`config.mk`:
```
export PLATFORM = sky130hd
export DESIGN_NAME = expression_language_tokenizer_flat
export DESIGN_NICKNAME = d
export VERILOG_FILES = /design/src/hw/rtl/elt_pkg.sv /design/src/hw/rtl/elt_in_if.sv /design/src/hw/rtl/elt_tok_if.sv /design/src/hw/rtl/elt_scan.sv /design/src/hw/rtl/elt_tokq.sv /design/src/hw/rtl/expression_language_tokenizer.sv /design/src/flat_wrapper.sv
export SDC_FILE = /design/constraint.sdc
export NUM_CORES = 1
export LEC_CHECK = 0
export ABC_CLOCK_PERIOD_IN_PS = 9800
export BUFFER_PORTS_ARGS = -buffer_cell sky130_fd_sc_hd__buf_2
export CAP_MARGIN = 20
export CORE_ASPECT_RATIO = 0.5
export CORE_MARGIN = 2
export CORE_UTILIZATION = 30
export DETAILED_ROUTE_END_ITERATION = 10
export PLACE_DENSITY_LB_ADDON = 0.3
export SLEW_MARGIN = 20
export SYNTH_ARGS = -nofsm -noshare
export SYNTH_HDL_FRONTEND = slang
export SYNTH_SLANG_ARGS = --single-unit
```
`constraint.sdc`:
```
create_clock -name clk_i -period 9.8 [get_ports clk_i]
set_clock_uncertainty 0.2 [all_clocks]
set_input_delay 0.98 -clock clk_i [delete_from_list [all_inputs] [get_ports clk_i]]
set_output_delay 0.98 -clock clk_i [all_outputs]
set_load 0.01 [all_outputs]
```
`src/hw/rtl/elt_pkg.sv`:
```
// Shared types, token kind codes and character helpers for the tokenizer.
`default_nettype none

package elt_pkg;

  localparam int unsigned PosBitsDef = 16;
  localparam int unsigned QDepth     = 8;

  typedef logic [5:0] kind_t;

  localparam kind_t KEnd    = 6'd0;
  localparam kind_t KNum    = 6'd1;
  localparam kind_t KStr    = 6'd2;
  localparam kind_t KIdent  = 6'd3;
  localparam kind_t KKw0    = 6'd4;
  localparam kind_t KColEq  = 6'd19;
  localparam kind_t KEqEq   = 6'd20;
  localparam kind_t KNotEq  = 6'd21;
  localparam kind_t KLtEq   = 6'd22;
  localparam kind_t KGtEq   = 6'd23;
  localparam kind_t KAndAnd = 6'd24;
  localparam kind_t KOrOr   = 6'd25;
  localparam kind_t KAtAt   = 6'd26;
  localparam kind_t KArrow  = 6'd27;
  localparam kind_t KPlus   = 6'd28;
  localparam kind_t KMinus  = 6'd29;
  localparam kind_t KStar   = 6'd30;
  localparam kind_t KSlash  = 6'd31;
  localparam kind_t KPct    = 6'd32;
  localparam kind_t KCaret  = 6'd33;
  localparam kind_t KLt     = 6'd34;
  localparam kind_t KGt     = 6'd35;
  localparam kind_t KAssign = 6'd36;
  localparam kind_t KLParen = 6'd37;
  localparam kind_t KRParen = 6'd38;
  localparam kind_t KLBrace = 6'd39;
  localparam kind_t KRBrace = 6'd40;
  localparam kind_t KComma  = 6'd41;
  localparam kind_t KSemi   = 6'd42;
  localparam kind_t KDot    = 6'd43;
  localparam kind_t KErr    = 6'd44;

  localparam int unsigned KwCount = 15;

  // keyword text, first byte in the low byte, zero padded
  localparam logic [63:0] KwText [KwCount] = '{
    64'h0000_0000_0074_656C,  // let
    64'h0000_0000_0000_6E69,  // in
    64'h0000_0000_0000_6669,  // if
    64'h0000_0000_6573_6C65,  // else
    64'h0000_0000_6669_6C65,  // elif
    64'h0000_0065_6C69_6877,  // while
    64'h0000_0000_0072_6F66,  // for
    64'h6E6F_6974_636E_7566,  // function
    64'h0000_0000_6570_7974,  // type
    64'h7374_6972_6568_6E69,  // inherits
    64'h0000_0000_0077_656E,  // new
    64'h0000_0000_666C_6573,  // self
    64'h0000_0000_6573_6162,  // base
    64'h0000_0000_6575_7274,  // true
    64'h0000_0065_736C_6166   // false
  };

  typedef struct packed {
    kind_t       kind;
    logic [15:0] line;
    logic [15:0] col;
    logic [15:0] len;
    logic        last;
  } tok_t;

  typedef struct packed {
    logic [1:0]     cnt;
    tok_t [2:0]     tok;
  } tok_bundle_t;

  function automatic logic is_digit(input logic [7:0] b);
    return (b >= "0") && (b <= "9");
  endfunction

  function automatic logic is_alpha(input logic [7:0] b);
    return ((b >= "a") && (b <= "z")) || ((b >= "A") && (b <= "Z"));
  endfunction

  function automatic logic is_word(input logic [7:0] b);
    return is_alpha(b) || is_digit(b) || (b == "_");
  endfunction

  function automatic logic is_space(input logic [7:0] b);
    return (b == " ") || ((b >= 8'd9) && (b <= 8'd13));
  endfunction

  function automatic logic is_pair_start(input logic [7:0] b);
    return (b == ":") || (b == "=") || (b == "!") || (b == "<") ||
           (b == ">") || (b == "&") || (b == "|") || (b == "@");
  endfunction

  function automatic logic [15:0] len_add(input logic [15:0] l, input logic [1:0] d);
    logic [16:0] s;
    s = {1'b0, l} + 17'(d);
    return s[16] ? 16'hFFFF : s[15:0];
  endfunction

  function automatic kind_t ident_kind(input logic [63:0] pre, input logic [15:0] cnt);
    kind_t k;
    k = KIdent;
    if (cnt <= 16'd8) begin
      for (int i = 0; i < KwCount; i++) begin
        if (pre == KwText[i]) begin
          k = 6'(int'(KKw0) + i);
        end
      end
    end
    return k;
  endfunction

  function automatic kind_t pair_kind(input logic [7:0] p, input logic [7:0] b);
    kind_t k;
    unique case ({p, b})
      {":", "="}: k = KColEq;
      {"=", "="}: k = KEqEq;
      {"!", "="}: k = KNotEq;
      {"<", "="}: k = KLtEq;
      {">", "="}: k = KGtEq;
      {"&", "&"}: k = KAndAnd;
      {"|", "|"}: k = KOrOr;
      {"@", "@"}: k = KAtAt;
      {"=", ">"}: k = KArrow;
      default:    k = KErr;
    endcase
    return k;
  endfunction

  function automatic kind_t lone_kind(input logic [7:0] p);
    kind_t k;
    unique case (p)
      "<":     k = KLt;
      ">":     k = KGt;
      "=":     k = KAssign;
      default: k = KErr;
    endcase
    return k;
  endfunction

  function automatic kind_t single_kind(input logic [7:0] b);
    kind_t k;
    unique case (b)
      "+":     k = KPlus;
      "-":     k = KMinus;
      "*":     k = KStar;
      "/":     k = KSlash;
      "%":     k = KPct;
      "^":     k = KCaret;
      "<":     k = KLt;
      ">":     k = KGt;
      "=":     k = KAssign;
      "(":     k = KLParen;
      ")":     k = KRParen;
      "{":     k = KLBrace;
      "}":     k = KRBrace;
      ",":     k = KComma;
      ";":     k = KSemi;
      ".":     k = KDot;
      default: k = KErr;
    endcase
    return k;
  endfunction

endpackage

`default_nettype wire

```
`src/hw/rtl/elt_in_if.sv`:
```
// Source byte channel: valid/ready with byte and end-of-input flag.
`default_nettype none

interface elt_in_if;
  logic       valid;
  logic       ready;
  logic [7:0] source_byte;
  logic       end_flag;

  modport source (output valid, output source_byte, output end_flag, input ready);
  modport sink   (input valid, input source_byte, input end_flag, output ready);
endinterface

`default_nettype wire

```
`src/hw/rtl/elt_tok_if.sv`:
```
// Token channel: valid/ready with token kind, start position and length.
`default_nettype none

interface elt_tok_if;
  logic        valid;
  logic        ready;
  logic [5:0]  token_kind;
  logic [15:0] start_line;
  logic [15:0] start_column;
  logic [15:0] token_length;
  logic        last_of_run;

  modport source (output valid, output token_kind, output start_line,
                  output start_column, output token_length, output last_of_run,
                  input ready);
  modport sink   (input valid, input token_kind, input start_line,
                  input start_column, input token_length, input last_of_run,
                  output ready);
endinterface

`default_nettype wire

```
`src/hw/rtl/elt_scan.sv`:
```
// Scanner state and per-byte token decision, up to three tokens per byte.
`default_nettype none

module elt_scan #(
  parameter int unsigned PosBits = elt_pkg::PosBitsDef
) (
  input  logic                 clk_i,
  input  logic                 rst_ni,
  input  logic                 acc_i,
  input  logic [7:0]           byte_i,
  input  logic                 end_i,
  output elt_pkg::tok_bundle_t emit_o
);
  import elt_pkg::*;

  localparam logic [3:0] MIdle  = 4'd0;
  localparam logic [3:0] MInt   = 4'd1;
  localparam logic [3:0] MDot   = 4'd2;
  localparam logic [3:0] MFrac  = 4'd3;
  localparam logic [3:0] MStr   = 4'd4;
  localparam logic [3:0] MEsc   = 4'd5;
  localparam logic [3:0] MIdent = 4'd6;
  localparam logic [3:0] MOper  = 4'd7;

  localparam int unsigned SumW = PosBits + 17;
  localparam logic [PosBits-1:0] PosMax = '1;
  localparam logic [PosBits-1:0] PosOne = PosBits'(1);

  logic [3:0]         mode_q, mode_d;
  logic [7:0]         pend_q, pend_d;
  logic [63:0]        prefix_q, prefix_d;
  logic [PosBits-1:0] tline_q, tline_d, tcol_q, tcol_d;
  logic [15:0]        lcnt_q, lcnt_d;
  logic [PosBits-1:0] cline_q, cline_d, ccol_q, ccol_d;

  logic [SumW-1:0]    dot_sum;
  logic [PosBits-1:0] dot_col;
  logic               do_begin;
  logic [2:0]         slot_v;
  tok_t               slot_t [3];
  tok_t               packed_t [3];
  logic [1:0]         n;

  assign dot_sum = SumW'(tcol_q) + SumW'(lcnt_q);
  assign dot_col = (|dot_sum[SumW-1:PosBits]) ? PosMax : dot_sum[PosBits-1:0];

  always_comb begin
    mode_d   = mode_q;
    pend_d   = pend_q;
    prefix_d = prefix_q;
    tline_d  = tline_q;
    tcol_d   = tcol_q;
    lcnt_d   = lcnt_q;
    cline_d  = cline_q;
    ccol_d   = ccol_q;
    do_begin = 1'b0;
    slot_v   = 3'b000;
    for (int i = 0; i < 3; i++) begin
      slot_t[i] = '0;
    end
    slot_t[0].line = 16'(tline_q);
    slot_t[0].col  = 16'(tcol_q);
    slot_t[0].len  = lcnt_q;
    slot_t[1].kind = KDot;
    slot_t[1].line = 16'(tline_q);
    slot_t[1].col  = 16'(dot_col);
    slot_t[1].len  = 16'd1;
    slot_t[2].line = 16'(cline_q);
    slot_t[2].col  = 16'(ccol_q);

    if (end_i) begin
      unique case (mode_q)
        MInt, MFrac: begin
          slot_v[0] = 1'b1;
          slot_t[0].kind = KNum;
        end
        MDot: begin
          slot_v[1:0] = 2'b11;
          slot_t[0].kind = KNum;
        end
        MStr, MEsc: begin
          slot_v[0] = 1'b1;
          slot_t[0].kind = KStr;
        end
        MIdent: begin
          slot_v[0] = 1'b1;
          slot_t[0].kind = ident_kind(prefix_q, lcnt_q);
        end
        MOper: begin
          slot_v[0] = 1'b1;
          slot_t[0].kind = lone_kind(pend_q);
          slot_t[0].len  = 16'd1;
        end
        default: ;
      endcase
      slot_v[2]      = 1'b1;
      slot_t[2].kind = KEnd;
      slot_t[2].len  = 16'd0;
      mode_d   = MIdle;
      pend_d   = '0;
      prefix_d = '0;
      tline_d  = PosOne;
      tcol_d   = PosOne;
      lcnt_d   = '0;
      cline_d  = PosOne;
      ccol_d   = PosOne;
    end else begin
      unique case (mode_q)
        MInt: begin
          if (is_digit(byte_i)) begin
            lcnt_d = len_add(lcnt_q, 2'd1);
          end else if (byte_i == ".") begin
            mode_d = MDot;
          end else begin
            slot_v[0] = 1'b1;
            slot_t[0].kind = KNum;
            do_begin = 1'b1;
          end
        end
        MDot: begin
          if (is_digit(byte_i)) begin
            lcnt_d = len_add(lcnt_q, 2'd2);
            mode_d = MFrac;
          end else begin
            slot_v[1:0] = 2'b11;
            slot_t[0].kind = KNum;
            do_begin = 1'b1;
          end
        end
        MFrac: begin
          if (is_digit(byte_i)) begin
            lcnt_d = len_add(lcnt_q, 2'd1);
          end else begin
            slot_v[0] = 1'b1;
            slot_t[0].kind = KNum;
            do_begin = 1'b1;
          end
        end
        MStr: begin
          if (byte_i == 8'd0) begin
            slot_v[0] = 1'b1;
            slot_t[0].kind = KStr;
            do_begin = 1'b1;
          end else begin
            lcnt_d = len_add(lcnt_q, 2'd1);
            if (byte_i == "\"") begin
              slot_v[0] = 1'b1;
              slot_t[0].kind = KStr;
              slot_t[0].len  = len_add(lcnt_q, 2'd1);
              mode_d = MIdle;
            end else if (byte_i == "\\") begin
              mode_d = MEsc;
            end
          end
        end
        MEsc: begin
          lcnt_d = len_add(lcnt_q, 2'd1);
          mode_d = MStr;
        end
        MIdent: begin
          if (is_word(byte_i)) begin
            if (lcnt_q < 16'd8) begin
              prefix_d = prefix_q | (64'(byte_i) << {lcnt_q[2:0], 3'b000});
            end
            lcnt_d = len_add(lcnt_q, 2'd1);
          end else begin
            slot_v[0] = 1'b1;
            slot_t[0].kind = ident_kind(prefix_q, lcnt_q);
            do_begin = 1'b1;
          end
        end
        MOper: begin
          slot_v[0] = 1'b1;
          if (pair_kind(pend_q, byte_i) != KErr) begin
            slot_t[0].kind = pair_kind(pend_q, byte_i);
            slot_t[0].len  = 16'd2;
            mode_d = MIdle;
          end else begin
            slot_t[0].kind = lone_kind(pend_q);
            slot_t[0].len  = 16'd1;
            do_begin = 1'b1;
          end
        end
        default: begin
          do_begin = 1'b1;
        end
      endcase

      if (do_begin) begin
        mode_d = MIdle;
        if (!is_space(byte_i)) begin
          tline_d = cline_q;
          tcol_d  = ccol_q;
          lcnt_d  = 16'd1;
          if (is_digit(byte_i)) begin
            mode_d = MInt;
          end else if (byte_i == "\"") begin
            mode_d = MStr;
          end else if (is_alpha(byte_i) || (byte_i == "_")) begin
            mode_d   = MIdent;
            prefix_d = 64'(byte_i);
          end else if (is_pair_start(byte_i)) begin
            mode_d = MOper;
            pend_d = byte_i;
          end else begin
            slot_v[2]      = 1'b1;
            slot_t[2].kind = single_kind(byte_i);
            slot_t[2].len  = 16'd1;
          end
        end
      end

      if (byte_i == "\n") begin
        cline_d = (cline_q == PosMax) ? PosMax : cline_q + PosOne;
        ccol_d  = PosOne;
      end else begin
        ccol_d = (ccol_q == PosMax) ? PosMax : ccol_q + PosOne;
      end
    end
  end

  always_comb begin
    n = 2'd0;
    for (int i = 0; i < 3; i++) begin
      packed_t[i] = '0;
    end
    for (int i = 0; i < 3; i++) begin
      if (slot_v[i]) begin
        packed_t[n] = slot_t[i];
        n = n + 2'd1;
      end
    end
    if (n != 2'd0) begin
      packed_t[n - 2'd1].last = 1'b1;
    end
    emit_o.cnt = acc_i ? n : 2'd0;
    for (int i = 0; i < 3; i++) begin
      emit_o.tok[i] = packed_t[i];
    end
  end

  always_ff @(posedge clk_i or negedge rst_ni) begin
    if (!rst_ni) begin
      mode_q   <= MIdle;
      pend_q   <= '0;
      prefix_q <= '0;
      tline_q  <= PosOne;
      tcol_q   <= PosOne;
      lcnt_q   <= '0;
      cline_q  <= PosOne;
      ccol_q   <= PosOne;
    end else if (acc_i) begin
      mode_q   <= mode_d;
      pend_q   <= pend_d;
      prefix_q <= prefix_d;
      tline_q  <= tline_d;
      tcol_q   <= tcol_d;
      lcnt_q   <= lcnt_d;
      cline_q  <= cline_d;
      ccol_q   <= ccol_d;
    end
  end

endmodule

`default_nettype wire

```
`src/hw/rtl/elt_tokq.sv`:
```
// Token queue: takes up to three tokens a cycle, gives one a cycle while ready_i is high.
`default_nettype none

module elt_tokq (
  input  logic                 clk_i,
  input  logic                 rst_ni,
  input  elt_pkg::tok_bundle_t emit_i,
  output logic                 space_o,
  output logic                 valid_o,
  input  logic                 ready_i,
  output elt_pkg::tok_t        tok_o
);
  import elt_pkg::*;

  localparam int unsigned AW = $clog2(QDepth);

  tok_t          mem [QDepth];
  logic [AW-1:0] head_q, tail_q;
  logic [AW:0]   cnt_q;
  logic          pop;

  assign valid_o = (cnt_q != '0);
  assign pop     = valid_o && ready_i;
  assign tok_o   = mem[head_q];
  assign space_o = (cnt_q <= (AW+1)'(QDepth - 3));

  always_ff @(posedge clk_i) begin
    for (int j = 0; j < 3; j++) begin
      if (2'(j) < emit_i.cnt) begin
        mem[tail_q + AW'(j)] <= emit_i.tok[j];
      end
    end
  end

  always_ff @(posedge clk_i or negedge rst_ni) begin
    if (!rst_ni) begin
      head_q <= '0;
      tail_q <= '0;
      cnt_q  <= '0;
    end else begin
      tail_q <= tail_q + AW'(emit_i.cnt);
      head_q <= head_q + AW'(pop);
      cnt_q  <= cnt_q + (AW+1)'(emit_i.cnt) - (AW+1)'(pop);
    end
  end

endmodule

`default_nettype wire

```
`src/hw/rtl/expression_language_tokenizer.sv`:
```
// Top level of the streaming expression-language tokenizer.
`default_nettype none

// Takes one source byte per transfer (or an end-of-input mark) and returns
// tokens with their kind, start line, start column and byte length; the
// final token caused by a byte carries last_of_run. A byte is scanned in the
// cycle it is accepted, so bytes stream in at one per clock. One byte yields
// zero to three tokens, which go into an eight-entry token queue drained at
// one token per clock while tok_o.ready is high; the input holds ready low
// while fewer than three entries are free, so long runs of tokens per byte
// slow intake to the output rate. End of input flushes the pending token,
// emits the end token and restarts line and column at 1.
module expression_language_tokenizer #(
  parameter int unsigned PosBits = elt_pkg::PosBitsDef
) (
  input  logic      clk_i,
  input  logic      rst_ni,
  elt_in_if.sink    src_i,
  elt_tok_if.source tok_o
);
  import elt_pkg::*;

  tok_bundle_t emit;
  tok_t        head_tok;
  logic        space;
  logic        acc;

  assign src_i.ready = space;
  assign acc         = src_i.valid && space;

  elt_scan #(
    .PosBits(PosBits)
  ) u_scan (
    .clk_i  (clk_i),
    .rst_ni (rst_ni),
    .acc_i  (acc),
    .byte_i (src_i.source_byte),
    .end_i  (src_i.end_flag),
    .emit_o (emit)
  );

  elt_tokq u_tokq (
    .clk_i   (clk_i),
    .rst_ni  (rst_ni),
    .emit_i  (emit),
    .space_o (space),
    .valid_o (tok_o.valid),
    .ready_i (tok_o.ready),
    .tok_o   (head_tok)
  );

  assign tok_o.token_kind   = head_tok.kind;
  assign tok_o.start_line   = head_tok.line;
  assign tok_o.start_column = head_tok.col;
  assign tok_o.token_length = head_tok.len;
  assign tok_o.last_of_run  = head_tok.last;

`ifndef NO_ASSERTIONS
  a_no_emit_idle: assert property (@(posedge clk_i) disable iff (!rst_ni)
    !acc |-> emit.cnt == 2'd0)
    else $error("tokens produced without an accepted byte");

  a_end_emits: assert property (@(posedge clk_i) disable iff (!rst_ni)
    acc && src_i.end_flag |=> tok_o.valid)
    else $error("end of input gave no token");

  a_empty_ready: assert property (@(posedge clk_i) disable iff (!rst_ni)
    !tok_o.valid |-> src_i.ready)
    else $error("input stalled with empty token queue");
`endif

endmodule

`default_nettype wire
```
`src/flat_wrapper.sv`:
```
// flat-port wrapper written by rule: the top's interface ports become plain ports
module expression_language_tokenizer_flat import elt_pkg::*;
#(
  parameter int unsigned PosBits = elt_pkg::PosBitsDef
)
  (clk_i, rst_ni, src_i_valid, src_i_source_byte, src_i_end_flag, src_i_ready, tok_o_valid, tok_o_token_kind, tok_o_start_line, tok_o_start_column, tok_o_token_length, tok_o_last_of_run, tok_o_ready);
  elt_in_if src_i_i ();
  elt_tok_if tok_o_i ();
  input  logic clk_i;
  input  logic rst_ni;
  input wire logic [$bits(src_i_i.valid)-1:0] src_i_valid;
  input wire logic [$bits(src_i_i.source_byte)-1:0] src_i_source_byte;
  input wire logic [$bits(src_i_i.end_flag)-1:0] src_i_end_flag;
  output wire logic [$bits(src_i_i.ready)-1:0] src_i_ready;
  output wire logic [$bits(tok_o_i.valid)-1:0] tok_o_valid;
  output wire logic [$bits(tok_o_i.token_kind)-1:0] tok_o_token_kind;
  output wire logic [$bits(tok_o_i.start_line)-1:0] tok_o_start_line;
  output wire logic [$bits(tok_o_i.start_column)-1:0] tok_o_start_column;
  output wire logic [$bits(tok_o_i.token_length)-1:0] tok_o_token_length;
  output wire logic [$bits(tok_o_i.last_of_run)-1:0] tok_o_last_of_run;
  input wire logic [$bits(tok_o_i.ready)-1:0] tok_o_ready;
  assign src_i_i.valid = src_i_valid;
  assign src_i_i.source_byte = src_i_source_byte;
  assign src_i_i.end_flag = src_i_end_flag;
  assign src_i_ready = src_i_i.ready;
  assign tok_o_valid = tok_o_i.valid;
  assign tok_o_token_kind = tok_o_i.token_kind;
  assign tok_o_start_line = tok_o_i.start_line;
  assign tok_o_start_column = tok_o_i.start_column;
  assign tok_o_token_length = tok_o_i.token_length;
  assign tok_o_last_of_run = tok_o_i.last_of_run;
  assign tok_o_i.ready = tok_o_ready;
  expression_language_tokenizer #(.PosBits(PosBits)) u_core (.clk_i(clk_i), .rst_ni(rst_ni), .src_i(src_i_i), .tok_o(tok_o_i));
endmodule
```
==> results.sh, run 1 <==
export IMPL_outcome="complete, no violations"
export IMPL_finalCritPeriodShare=0.732
export IMPL_hold_buffers=0
export IMPL_seq_area_frac_synth=0.471
export IMPL_maxCapViolCount=0
export IMPL_start_kind="input pin"
export IMPL_cts_sink_count=605
export IMPL_core_area_mm2=0.121
export IMPL_grt_overflow=0
export IMPL_synthTopCellsByArea="edfxtp_1, dfrtp_1, mux4_2"
export IMPL_syn_area_mm2=0.0368
export IMPL_drv_slew=0
export IMPL_grt_pass1_wl_mm=199
export IMPL_ys_flop_type="edfxtp_1"
export IMPL_antenna_left=0
export IMPL_layout_drive_gt1_share=0.135
export IMPL_grt_pass1_vias=29400
export IMPL_required_ps=10160
export IMPL_rsz0062_at_grt="no"
export IMPL_synth_top_area_frac=0.359
export IMPL_p_per_area_mw_per_mm2=261
export IMPL_wl_per_cell_um=25.8
export IMPL_die_area_mm2=0.126
export IMPL_hold_viol=0
export IMPL_cts_clk_slew_worst_paths_ps=60
export IMPL_fillers=12200
export IMPL_nets=3578
export IMPL_clockBufferDepth=3
export IMPL_vias=30800
export IMPL_drt_initial_drc_count=3832
export IMPL_die_y_um=252
export IMPL_setup_viol=0
export IMPL_dpl_cell_area_mm2=0.0386
export IMPL_yosysTopAreaCell="edfxtp_1"
export IMPL_place_gp_congestion=0.925
export IMPL_synth_common_cells="nor2_1, edfxtp_1, a21oi_1"
export IMPL_viasPerCell=5.94
export IMPL_die_x_um=499
export IMPL_grt_max_degree=80
export IMPL_ys_ff_latch=605
export IMPL_insertion_delay_ps=660
export IMPL_syn_mean_instance_area_um2=10.1
export IMPL_ys_types=96
export IMPL_rows=90
export IMPL_stdcell_area_mm2=0.0408
export IMPL_hp_class="input pin to async pin"
export IMPL_relSlewSlack=0.195
export IMPL_port_buffers=69
export IMPL_tns_ps=0
export IMPL_initial_core_util=0.304
export IMPL_async_reset_ff_frac=0.273
export IMPL_max_freq_mhz=139
export IMPL_drc=0
export IMPL_post_cts_setup_buffer_count=0
export IMPL_synthMostInstantiatedCell="nor2_1"
export IMPL_ir_worst_vdd_mv=0.154
export IMPL_fin_crit_ps=7170
export IMPL_dpl_hpwl_mm=87.8
export IMPL_synth_nets=3693
export IMPL_worstPathArrival_ps=7530
export IMPL_cts_max_level=3
export IMPL_ctsResizeCount=0
export IMPL_p_leak_nw=16.5
export IMPL_yosys_warnings=0
export IMPL_max_slew_worst_pin_slew_ps=1210
export IMPL_design_portCount=70
export IMPL_path_class="input pin to flop"
export IMPL_cp_end_kind="flop"
export IMPL_dr_pass1_iters=9
export IMPL_tritoncts="built"
export IMPL_rrSetupSlack_ps=2870
export IMPL_synth_edf_count=440
export IMPL_crit_path_max_fanout=37
export IMPL_synthCells=3641
export IMPL_cts_root_buffer="clkbuf_16"
export IMPL_cts_buffers=66
export IMPL_track_usage=0.209
export IMPL_area_growth_pct=10.9
export IMPL_routed_wl_mm=134
export IMPL_grt_antenna_before_repair=6
[critical path: stages]
cell,delay (ps)
buf_2,220
nor4b_1,670
nand3_1,390
a21oi_1,310
o41a_1,210
or2_2,670
inv_1,320
ha_1,680
buf_4,430
inv_1,330
a21oi_4,850
nor3_1,240
inv_1,120
ha_1,230
inv_1,60
ha_1,150
inv_1,70
fa_1,530
inv_1,40
[metrics by stage]
| stage | hold WS [ps] | std cells | setup slack [ps] | power, mW | utilization |
|---|---|---|---|---|---|
| floorplan | 254 | 3641 | 792 | 6.45 | - |
| global placement | 270 | 5067 | 2170 | 8.05 | 0.319 |
| detailed placement | 273 | 5067 | 2160 | 8.09 | 0.319 |
| CTS | 26.2 | 5183 | 2850 | 10.6 | 0.336 |
| global route | 62.8 | 5184 | 2240 | 11.1 | 0.337 |
| finish | 61.1 | 5186 | 2630 | 10.6 | 0.337 |
[registers in the layout (all words and copies together), names as in the netlist]
register,cells
u_core.u_scan.cline_q,16
u_core.u_scan.tcol_q,16
u_core.u_scan.tline_q,16
u_core.u_scan.ccol_q,16
u_core.u_tokq.mem,440
u_core.u_scan.pend_q,8
u_core.u_tokq.head_q,3
u_core.u_scan.prefix_q,64
u_core.u_scan.mode_q,3
u_core.u_tokq.tail_q,3
u_core.u_tokq.cnt_q,4
u_core.u_scan.lcnt_q,16
[cells in the final DEF, fill, tap and decap left out, types with 72 or more instances in the layout]
| master | n |
|---|---|
| edfxtp_1 | 440 |
| a21oi_1 | 364 |
| nand2_1 | 192 |
| dfrtp_1 | 158 |
| mux4_2 | 110 |
| mux2i_1 | 215 |
| o211ai_1 | 75 |
| nor2_1 | 538 |
| o22ai_1 | 96 |
| buf_4 | 72 |
| o21ai_0 | 185 |
[cell type report]
type / count / area (µm²) / area share
Antenna cell: 2 / 5.00 / 0.000123
Clock buffer: 81 / 1740 / 0.0426
Clock inverter: 35 / 380 / 0.00932
Inverter: 50 / 188 / 0.00460
Multi-Input combinational cell: 2663 / 18200 / 0.447
Sequential cell: 605 / 17400 / 0.425
Tap cell: 1610 / 2010 / 0.0493
Timing Repair Buffer: 140 / 887 / 0.0217
[power breakdown]
part	total (mW)	internal, mW	switching, mW
clock	2.53	1.41	1.12
sequential	3.71	3.32	0.384
combinational	4.41	1.55	2.85
total	10.6	6.29	4.35
[path summary, 6_finish.rpt]
path | cells past startpoint | to | from
max | 19 | u_core.u_tokq.cnt_q[1] | src_i_source_byte[4]
min in group clk_i | 1 | u_core.u_scan.prefix_q[39] | u_core.u_scan.prefix_q[39]
max in group asynchronous | 3 | u_core.u_scan.tline_q[11] | rst_ni
min | 1 | u_core.u_scan.prefix_q[55] | rst_ni
min reg2reg | 1 | u_core.u_scan.prefix_q[39] | u_core.u_scan.prefix_q[39]
max reg2reg | 18 | u_core.u_tokq.cnt_q[1] | u_core.u_scan.mode_q[1]
[logic make-up after synthesis]
family	synth area share
DFF	0.471
AOI/OAI and AO/OA	0.175
buffers and inverters	0.0407
and+or+nand+nor	0.150
adders and majority gates	0.0139
muxes	0.145
xor gates and xnor gates	0.00381
[per-layer routing]
layer	track usage	wire, µm	part of all wire
met1	0.310	60200	0.45
met2	0.299	55900	0.42
met3	0.0506	14700	0.11
met4	0.0565	3100	0.023
met5	0	13	0.000097
Power figures use the tool's default switching activity.
==> run 2: changes to the inputs <==
--- a/config.mk
+++ b/config.mk
@@ -5,7 +5,7 @@
 export SDC_FILE = /design/constraint.sdc
 export NUM_CORES = 1
 export LEC_CHECK = 0
-export ABC_CLOCK_PERIOD_IN_PS = 9800
+export ABC_CLOCK_PERIOD_IN_PS = 6100
 export BUFFER_PORTS_ARGS = -buffer_cell sky130_fd_sc_hd__buf_2
 export CAP_MARGIN = 20
 export CORE_ASPECT_RATIO = 0.5
==> constraint.sdc (replaced) <==
create_clock -name clk_i -period 6.1 [get_ports clk_i]
set_clock_uncertainty 0.2 [all_clocks]
set_input_delay 0.61 -clock clk_i [delete_from_list [all_inputs] [get_ports clk_i]]
set_output_delay 0.61 -clock clk_i [all_outputs]
set_load 0.01 [all_outputs]
==> run 2 against run 1 <==
Power is 61% higher. Sequential power increased by 59%. Clock-buffer cell count fell by 1. Sequential cell count unchanged. Design area rose by 1.0%. Clock power is 55% higher. Final cell count is 0.77% higher. Sequential share of layout area shrank 0.42 points. Worst hold slack better by 53 ps. Register-to-register slack got worse by 2200 ps.
==> results.sh, run 2 (same netlist as run 1, synthesis figures left out) <==
export IMPL_outcome="complete, no violations"
export IMPL_reg2reg_depth=15
export IMPL_antenna_left=0
export IMPL_cts_sink_count=605
export IMPL_die_y_um=252
export IMPL_largestRegisters="u_core.u_tokq.mem: 440 flops, u_core.u_scan.prefix_q: 64 flops"
export IMPL_hp_class="input pin to flop"
export IMPL_holdPathStages=3
export IMPL_cts_root_buffer="clkbuf_16"
export IMPL_cts_max_level=2
export IMPL_core_area_mm2=0.121
export IMPL_worstPathArrival_ps=5630
export IMPL_hold_buffers=1
export IMPL_fin_crit_ps=5430
export IMPL_cts_buffers=61
export IMPL_ctsResizeCount=0
export IMPL_design_portCount=70
export IMPL_die_area_mm2=0.126
export IMPL_rsz0062_at_grt="no"
export IMPL_cts_clk_slew_worst_paths_ps=60
export IMPL_grt_max_degree=132
export IMPL_crit_path_max_fanout=28
export IMPL_grt_pass1_vias=29500
export IMPL_clockBufferDepth=3
export IMPL_hold_viol=0
export IMPL_tritoncts="built"
export IMPL_p_leak_nw=16.7
export IMPL_path_class="flop to flop"
export IMPL_relSlewSlack=0.229
export IMPL_finalCritPeriodShare=0.890
export IMPL_drt_initial_drc_count=4378
export IMPL_p_per_area_mw_per_mm2=415
export IMPL_largest_register_ffs=440
export IMPL_final_common_cell="nor2_1"
export IMPL_fillers=12100
export IMPL_grt_overflow=0
export IMPL_place_gp_congestion=0.966
export IMPL_start_kind="flop"
export IMPL_routed_wl_mm=133
export IMPL_dpl_hpwl_mm=85.9
export IMPL_num_antenna_cells=0
export IMPL_p_total_mw=17.1
export IMPL_insertion_delay_ps=690
export IMPL_wl_per_cell_um=25.5
export IMPL_track_usage=0.205
export IMPL_dr_pass1_iters=6
export IMPL_maxCapViolCount=0
export IMPL_drc=0
export IMPL_layout_common_cells="nor2_1, edfxtp_1, a21oi_1, mux2i_1, nand2_1"
export IMPL_rows=90
export IMPL_initial_core_util=0.304
export IMPL_layout_drive_gt1_share=0.143
export IMPL_cp_end_kind="flop"
export IMPL_area_growth_pct=12.0
export IMPL_stdcell_area_mm2=0.0412
export IMPL_nets=3615
export IMPL_drv_slew=0
export IMPL_largest_register="u_core.u_tokq.mem"
export IMPL_setup_viol=0
export IMPL_ir_worst_vdd_mv=0.305
export IMPL_post_cts_setup_buffer_count=0
export IMPL_max_slew_worst_pin_slew_ps=1150
export IMPL_grt_pass1_wl_mm=196
export IMPL_vias=30900
export IMPL_dpl_cell_area_mm2=0.0391
export IMPL_die_x_um=499
export IMPL_grt_antenna_before_repair=3
export IMPL_max_freq_mhz=184
export IMPL_required_ps=6300
export IMPL_viasPerCell=5.91
export IMPL_port_buffers=69
## run 2: routing by layer
metal	routed length [µm]	vias up	track usage
li1	-	13700	-
met1	58700	15500	0.295
met2	58400	1571	0.311
met3	13600	189	0.0486
met4	2710	2	0.0470
met5	12	-	0
## run 2: critical path, cell delays in order, from the launching register on
cell      delay [ps]
dfrtp_1          520
clkinv_1         260
nand2_1          190
nor2_1           560
o21ai_1          190
buf_4            240
inv_1             60
buf_4            340
ha_1             430
clkinv_1         470
nor4_4           540
o211ai_1         310
buf_4            360
nand2_1          100
buf_4            270
nor2_1            80
## run 2: through the flow
step            util  hold WS (ps)  TNS (ps)  instances  setup slack (ps)
2_1_floorplan      -           114   -207650       3641              -763
3_3_place_gp   0.323           271         0       5106               686
3_5_place_dp   0.323           277         0       5107               641
4_1_cts        0.340          88.6         0       5224               850
5_1_grt        0.340           117         0       5226               484
6_report       0.340           115         0       5226               671
## run 2: cell type report
| cell class | instances | area (µm²) | share of cell area |
|---|---|---|---|
| Clock inverter | 36 | 382 | 0.00926 |
| Clock buffer | 80 | 1650 | 0.0400 |
| Multi-Input combinational cell | 2663 | 18200 | 0.441 |
| Tap cell | 1610 | 2010 | 0.0489 |
| Timing Repair Buffer | 182 | 1450 | 0.0352 |
| Sequential cell | 605 | 17400 | 0.421 |
| Inverter | 50 | 188 | 0.00455 |
## run 2: final timing paths
kind / start / end / slack [ps]
min reg2reg: u_core.u_scan.prefix_q[47] / u_core.u_scan.prefix_q[47] / 290
max reg2reg: u_core.u_scan.mode_q[0] / u_core.u_tokq.mem[7][9] / 670
min in group asynchronous: rst_ni / u_core.u_scan.pend_q[1] / 220
max: u_core.u_scan.mode_q[0] / u_core.u_tokq.mem[7][9] / 670
max in group asynchronous: rst_ni / u_core.u_scan.tcol_q[1] / 4290
min: tok_o_ready / u_core.u_tokq.head_q[0] / 110
## run 2: power breakdown
part	internal (mW)	switching [mW]
Combinational	2.63	4.65
Sequential	5.33	0.566
Clock	2.17	1.77
